`src/rtl/core/epr_pkg.sv`:
```
`default_nettype none

package epr_pkg;

  localparam int NUM_CH          = 8;
  localparam int MAX_CHANNELS    = 8;
  localparam int CH_LIMIT        = (MAX_CHANNELS < NUM_CH) ? MAX_CHANNELS : NUM_CH;
  localparam int CH_W            = $clog2(NUM_CH);
  localparam int CNT_W           = 4;
  localparam int SINE_TABLE_SIZE = 256;
  localparam int TBL_BITS        = $clog2(SINE_TABLE_SIZE);
  localparam int FRAC_SH         = 16 - TBL_BITS;
  localparam longint unsigned HALF_PI_Q30 = 64'd1686629713;

  typedef logic signed [15:0] sample_t;
  typedef logic [15:0] sine_tab_t [SINE_TABLE_SIZE+1];

  // position stage result
  typedef struct {
    sample_t           samples [NUM_CH];
    logic [15:0]       frac;
    logic [CH_W-1:0]   offset;
    logic [CNT_W-1:0]  cnt;
  } pos_t;

  // gain stage result
  typedef struct {
    sample_t           samples [NUM_CH];
    logic [CH_W-1:0]   offset;
    logic [CNT_W-1:0]  cnt;
    sample_t           g_cos;
    sample_t           g_sin;
  } gain_t;

  // quarter-wave sine in q1.15, taylor series through x^13 in q30
  function automatic sine_tab_t build_sine();
    sine_tab_t         tab;
    longint unsigned   x;
    longint unsigned   x2;
    longint unsigned   term;
    longint            sum;
    longint            r;
    for (int k = 0; k <= SINE_TABLE_SIZE; k++) begin
      x    = (64'(k) * HALF_PI_Q30) / 64'(SINE_TABLE_SIZE);
      x2   = (x * x) >> 30;
      term = x;
      sum  = longint'(x);
      for (int n = 1; n <= 6; n++) begin
        term = (term * x2) >> 30;
        term = term / 64'((2 * n) * (2 * n + 1));
        if ((n % 2) == 1) begin
          sum = sum - longint'(term);
        end else begin
          sum = sum + longint'(term);
        end
      end
      if (sum < 0) begin
        sum = 0;
      end
      r = (sum + 16384) >>> 15;
      if (r > 32767) begin
        r = 32767;
      end
      tab[k] = 16'(r);
    end
    return tab;
  endfunction

  localparam sine_tab_t SINE_TAB = build_sine();

endpackage

`default_nettype wire

```
`src/rtl/core/epr_ifs.sv`:
```
`default_nettype none

interface epr_in_if;
  import epr_pkg::*;
  logic              valid;
  logic              ready;
  sample_t           in_sample_0;
  sample_t           in_sample_1;
  sample_t           in_sample_2;
  sample_t           in_sample_3;
  sample_t           in_sample_4;
  sample_t           in_sample_5;
  sample_t           in_sample_6;
  sample_t           in_sample_7;
  logic signed [17:0] rotation;

  modport source (output valid, in_sample_0, in_sample_1, in_sample_2, in_sample_3,
                  in_sample_4, in_sample_5, in_sample_6, in_sample_7, rotation,
                  input ready);
  modport sink (input valid, in_sample_0, in_sample_1, in_sample_2, in_sample_3,
                in_sample_4, in_sample_5, in_sample_6, in_sample_7, rotation,
                output ready);
endinterface


`default_nettype wire

```
`src/rtl/core/epr_pos.sv`:
```
`default_nettype none

module epr_pos (
  input  logic                    clk,
  input  logic                    rst_n,
  input  logic [3:0]              channel_count,
  epr_in_if.sink                  in_chan,
  output epr_pkg::pos_t           pos,
  output logic                    pos_valid,
  input  logic                    pos_ready
);
  import epr_pkg::*;

  logic               valid_r;
  pos_t               pos_r;
  pos_t               pos_nxt;
  logic [CNT_W-1:0]   cnt;
  logic               rot_in_range;
  logic signed [22:0] idx_mul;
  logic signed [22:0] idx_s;
  logic [18:0]        idx_u;

  assign in_chan.ready = !valid_r || pos_ready;

  always_comb begin
    if (channel_count == '0) begin
      cnt = CNT_W'(1);
    end else if (channel_count > CNT_W'(CH_LIMIT)) begin
      cnt = CNT_W'(CH_LIMIT);
    end else begin
      cnt = channel_count;
    end
  end

  // a full turn or more in either direction means position zero
  assign rot_in_range = (in_chan.rotation < 18'sd65536) && (in_chan.rotation > -18'sd65536);
  assign idx_mul = 23'(in_chan.rotation) * 23'(signed'({1'b0, cnt}));

  always_comb begin
    idx_s = rot_in_range ? idx_mul : '0;
    if (idx_s < 0) begin
      idx_s = idx_s + signed'(23'({cnt, 16'h0000}));
    end
    idx_u = idx_s[18:0];
  end

  always_comb begin
    pos_nxt.samples[0] = in_chan.in_sample_0;
    pos_nxt.samples[1] = in_chan.in_sample_1;
    pos_nxt.samples[2] = in_chan.in_sample_2;
    pos_nxt.samples[3] = in_chan.in_sample_3;
    pos_nxt.samples[4] = in_chan.in_sample_4;
    pos_nxt.samples[5] = in_chan.in_sample_5;
    pos_nxt.samples[6] = in_chan.in_sample_6;
    pos_nxt.samples[7] = in_chan.in_sample_7;
    pos_nxt.frac       = idx_u[15:0];
    // wrapped index stays below count turns, so its integer part is the offset
    pos_nxt.offset     = idx_u[16+CH_W-1:16];
    pos_nxt.cnt        = cnt;
  end

  always_ff @(posedge clk) begin
    if (!rst_n) begin
      valid_r <= 1'b0;
    end else if (in_chan.ready) begin
      valid_r <= in_chan.valid;
    end
  end

  always_ff @(posedge clk) begin
    if (in_chan.valid && in_chan.ready) begin
      pos_r <= pos_nxt;
    end
  end

  assign pos       = pos_r;
  assign pos_valid = valid_r;

endmodule

`default_nettype wire

```
`src/flat_wrapper.sv`:
```
// flat-port wrapper written by rule: the top's interface ports become plain ports
module epr_pos_flat import epr_pkg::*;
  (clk, rst_n, channel_count, pos, pos_valid, pos_ready, in_chan_valid, in_chan_in_sample_0, in_chan_in_sample_1, in_chan_in_sample_2, in_chan_in_sample_3, in_chan_in_sample_4, in_chan_in_sample_5, in_chan_in_sample_6, in_chan_in_sample_7, in_chan_rotation, in_chan_ready);
  epr_in_if in_chan_i ();
  input  logic clk;
  input  logic rst_n;
  input  logic [3:0] channel_count;
  output epr_pkg::pos_t pos;
  output logic pos_valid;
  input  logic pos_ready;
  input wire logic [$bits(in_chan_i.valid)-1:0] in_chan_valid;
  input wire logic [$bits(in_chan_i.in_sample_0)-1:0] in_chan_in_sample_0;
  input wire logic [$bits(in_chan_i.in_sample_1)-1:0] in_chan_in_sample_1;
  input wire logic [$bits(in_chan_i.in_sample_2)-1:0] in_chan_in_sample_2;
  input wire logic [$bits(in_chan_i.in_sample_3)-1:0] in_chan_in_sample_3;
  input wire logic [$bits(in_chan_i.in_sample_4)-1:0] in_chan_in_sample_4;
  input wire logic [$bits(in_chan_i.in_sample_5)-1:0] in_chan_in_sample_5;
  input wire logic [$bits(in_chan_i.in_sample_6)-1:0] in_chan_in_sample_6;
  input wire logic [$bits(in_chan_i.in_sample_7)-1:0] in_chan_in_sample_7;
  input wire logic [$bits(in_chan_i.rotation)-1:0] in_chan_rotation;
  output wire logic [$bits(in_chan_i.ready)-1:0] in_chan_ready;
  assign in_chan_i.valid = in_chan_valid;
  assign in_chan_i.in_sample_0 = in_chan_in_sample_0;
  assign in_chan_i.in_sample_1 = in_chan_in_sample_1;
  assign in_chan_i.in_sample_2 = in_chan_in_sample_2;
  assign in_chan_i.in_sample_3 = in_chan_in_sample_3;
  assign in_chan_i.in_sample_4 = in_chan_in_sample_4;
  assign in_chan_i.in_sample_5 = in_chan_in_sample_5;
  assign in_chan_i.in_sample_6 = in_chan_in_sample_6;
  assign in_chan_i.in_sample_7 = in_chan_in_sample_7;
  assign in_chan_i.rotation = in_chan_rotation;
  assign in_chan_ready = in_chan_i.ready;
  epr_pos u_core (.clk(clk), .rst_n(rst_n), .channel_count(channel_count), .in_chan(in_chan_i), .pos(pos), .pos_valid(pos_valid), .pos_ready(pos_ready));
endmodule
```
`config.mk`:
```
export PLATFORM = sky130hd
export DESIGN_NAME = epr_pos_flat
export DESIGN_NICKNAME = d
export VERILOG_FILES = /design/src/rtl/core/epr_pkg.sv /design/src/rtl/core/epr_ifs.sv /design/src/rtl/core/epr_pos.sv /design/src/flat_wrapper.sv
export SDC_FILE = /design/constraint.sdc
export NUM_CORES = 1
export LEC_CHECK = 0
export BUFFER_PORTS_ARGS = -buffer_cell sky130_fd_sc_hd__buf_2
export CAP_MARGIN = 40
export CORE_MARGIN = 1.5
export CORE_UTILIZATION = 49
export DETAILED_ROUTE_END_ITERATION = 16
export PLACE_DENSITY = 0.82
export SLEW_MARGIN = 40
export SYNTH_ARGS = -nofsm -noshare
export SYNTH_HDL_FRONTEND = slang
export SYNTH_SLANG_ARGS = --single-unit
```
`constraint.sdc`:
```
create_clock -name clk -period 6.24 [get_ports clk]
set_clock_uncertainty 0.05 [all_clocks]
set_input_delay 0.312 -clock clk [delete_from_list [all_inputs] [get_ports clk]]
set_output_delay 0.312 -clock clk [all_outputs]
set_load 0.01 [all_outputs]
```
==> impl_metrics.csv <==
group,metric,value,unit
timing,tightest_slew,761.7,ps
clock_tree,clkSlewWorstSetupHoldPaths,60,ps
detailed_routing,postRouteAntennaNets,0,
worst_setup_path,critPathKind,"in2reg",
timing,fin_crit_sh,0.8063,
timing,drv_slew,0,
worst_setup_path,reg2reg_slack,3930,ps
grt,grt_pass1_wl,31070,um
clock_tree,cts_made_buffers,17,
grt,grt_max_degree,96,
synth,synth_top_family_by_area,"adder cells",
clock_tree,root_buffer,"clkbuf_16",
timing,final_hold_viol_count,0,
synth,synthesis.nets,772,
worst_setup_path,r2r-start,"u_core.pos_valid$_SDFFE_PN0N_",
detailed_routing,drc,0,
detailed_routing,routed_via_density,5.062,
worst_setup_path,critical_path_required,6450,ps
synth,synth.area.top_cells,"edfxtp_1 61%, fa_1 10%, ha_1 7.5%",
clock_tree,cts_tree,"yes",
power,ir_worst_vdd,0.1602,mV
grt,grt-ovfl-total,0,
synth,yosysMostFrequentCell,"edfxtp_1",
detailed_routing,wl_per_cell,18.64,um
synth,yosysSeqAreaShare,0.6079,
synth,synth-adder-area-share,0.1767,
synth,synthCells,535,
synth,synth_area,7492,um2
worst_setup_path,r2r-end,"u_core.pos[48]$_DFFE_PP_",
synth,synth_seq_cells,152,
finish,area_growth,38.38,%
synth,synth_flop_cell,"edfxtp_1",
clock_tree,cts.sinks,152,
floorplanning,io_pins,307,
finish,drive_gt1_frac,0.3776,
worst_setup_path,critPathCapture,"u_core.pos[5]$_DFFE_PP_",
clock_tree,clkLatencyLatePin,420,ps
clock_tree,hold_buffers,48,
grt,antenna_found_initial,7,
synth,synth-edff-count,151,
synth,syn_area_per_cell,14.00,um2
floorplanning,die_y,126.7,um
synth,yosysWarningCount,0,
status,status,"completed",
synth,synth_simple_gate_area_frac,0.1074,
worst_setup_path,endpoint_kind,"register",
floorplanning,fp-row-count,45,
worst_setup_path,r2r_cells,3,
timing,fin_tns_setup,0,ps
detailed_routing,via_count,5624,
floorplanning,core_area,15090,um2
synth,synth_compound_area_frac,0.05244,
hold_path,hp-class,"in2reg",
finish,final-seq-area,4554,um2
synth,synth_mux_area_frac,0.001336,
placed_design,dp_hpwl,15300,um
placed_design,gp_congestion,0.8940,
synth,synth_xor_area_frac,0.01169,
finish,multiInputGateArea,2626,um2
detailed_routing,drt_first_pass_iters,5,
placed_design,numPortBuffers,306,
job,drv_cap,0,
synth,synth_top_area_cell,"edfxtp_1",
timing,fmax,0.1988,GHz
floorplanning,die-width,126.7,um
timing,setup_viol,0,
clock_tree,cts_max_path_buffers,2,
worst_setup_path,crit_arrival,5240,ps
synth,ys_async_sr_fraction,0,
timing,rsz0062_at_grt,"false",
timing,period_needed,5031,ps
finish,fin_util,0.6871,
timing,slew_headroom,0.4922,
worst_setup_path,cp_max_fo,22,
synth,synth_top_area_share,0.6052,
power,p_leak,0.004803,uW
finish,fillCellCount,1142,
worst_setup_path,crit_start,"channel_count[3]",
grt,grt_pass1_vias,5636,
detailed_routing,drt-initial-drc-count,341,
clock_tree,postCtsSetupRepairBufs,0,
floorplanning,die_area,16040,um2
floorplanning,start_util,0.4965,
synth,synth_common_cells,"151 x edfxtp_1, 75 x inv_1, 57 x and2_1, 45 x ha_1, 38 x fa_1",
clock_tree,post_cts_resized,0,
worst_setup_path,critPathLaunchType,"primary input",
power,powerDensity,262.8,nW/um2
synth,synth_cell_types,48,
detailed_routing,totalWireLength,20710,um
finish,nets,1143,
clock_tree,h-tree-depth,4,
grt,grt_usage,0.2607,
[critical path: stages]
cell,delay (ps)
buf_2,280
nor2b_1,80
buf_4,210
and2_1,180
ha_1,320
fa_1,540
inv_1,50
fa_1,520
inv_1,40
ha_1,370
a21oi_1,200
nor2_1,70
nor3_1,370
a211oi_1,170
o21a_1,210
nor3_1,170
ha_1,170
inv_1,50
fa_1,410
or3_1,370
a21oi_1,130
[flip-flops by register name, summed over array words and instances, names as in the netlist]
register          cells
u_core.pos_valid      1
u_core.pos          151
[logic make-up after synthesis]
logic type      Yosys count
buf+inv                  85
fa+ha+maj                83
xor+xnor                 10
flops                   152
simple gates            146
mux                       1
compound gates           58
[report_power, final]
group	internal [uW]	leakage [uW]	switching [uW]	total (uW)
clock network	593	0.000283	407	1000
registers	1210	0.00148	17.6	1230
logic	216	0.00304	282	499
total	2020	0.00480	707	2720
[layer usage]
metal  GRT usage  routed length [um]
met5           0                  38
met4      0.1063                 733
met3     0.08056                1504
met2      0.4381               10320
met1      0.3154                8104
[through the flow]
stage	hold WS, ps	instances	total power [uW]	setup slack (ps)	cell area (um2)
final	20.97	1111	2725	1209	10370
after global routing	0.1362	1107	2848	907.9	10360
after CTS	0.2585	1105	2741	1347	10330
after detailed placement	440.1	1025	1714	908.6	9273
after global placement	438.6	1024	1701	978.1	9258
after floorplan	360.9	535	1534	1421	7492
[cell usage in the layout, fill, tap and decap left out, drive strengths merged, types with 5 or more instances in the layout]
cell | synthesis | final
clkinv | 1 | 7
clkbuf | 9 | 20
inv | 75 | 79
and2 | 57 | 57
o21ai | 15 | 15
nand3 | 8 | 8
nor2 | 16 | 16
a21oi | 14 | 14
ha | 45 | 45
nor3 | 7 | 7
nand2 | 26 | 26
dlygate4sd3 | 0 | 50
xnor2 | 6 | 6
nand2b | 5 | 5
nor4 | 5 | 5
buf | 0 | 310
or3 | 7 | 7
fa | 38 | 38
o21a | 7 | 7
edfxtp | 151 | 151
[final cells by class]
cell class	instances	share of cell area
multi-input cells	298	0.2533
repair buffers	361	0.2006
clock inverters	13	0.01388
well taps	188	0.02269
flip-flops and latches	152	0.4393
diodes	4	0.0009655
clock buffers	19	0.04176
inverters	76	0.02752
[worst min-delay path by stage]
stage / depth (start not counted) / end / startpoint
5_1_grt: 1 / u_core.pos[114]$_DFFE_PP_ / in_chan_in_sample_2[11]
3_5_place_dp: 1 / u_core.pos[124]$_DFFE_PP_ / in_chan_in_sample_1[5]
3_3_place_gp: 1 / u_core.pos[112]$_DFFE_PP_ / in_chan_in_sample_2[9]
4_1_cts: 1 / u_core.pos[55]$_DFFE_PP_ / in_chan_in_sample_5[0]
6_report: 1 / u_core.pos[38]$_DFFE_PP_ / in_chan_in_sample_7[15]
2_1_floorplan: 0 / u_core.pos[100]$_DFFE_PP_ / in_chan_in_sample_3[13]
No activity file was read; power rests on OpenSTA's default activity.
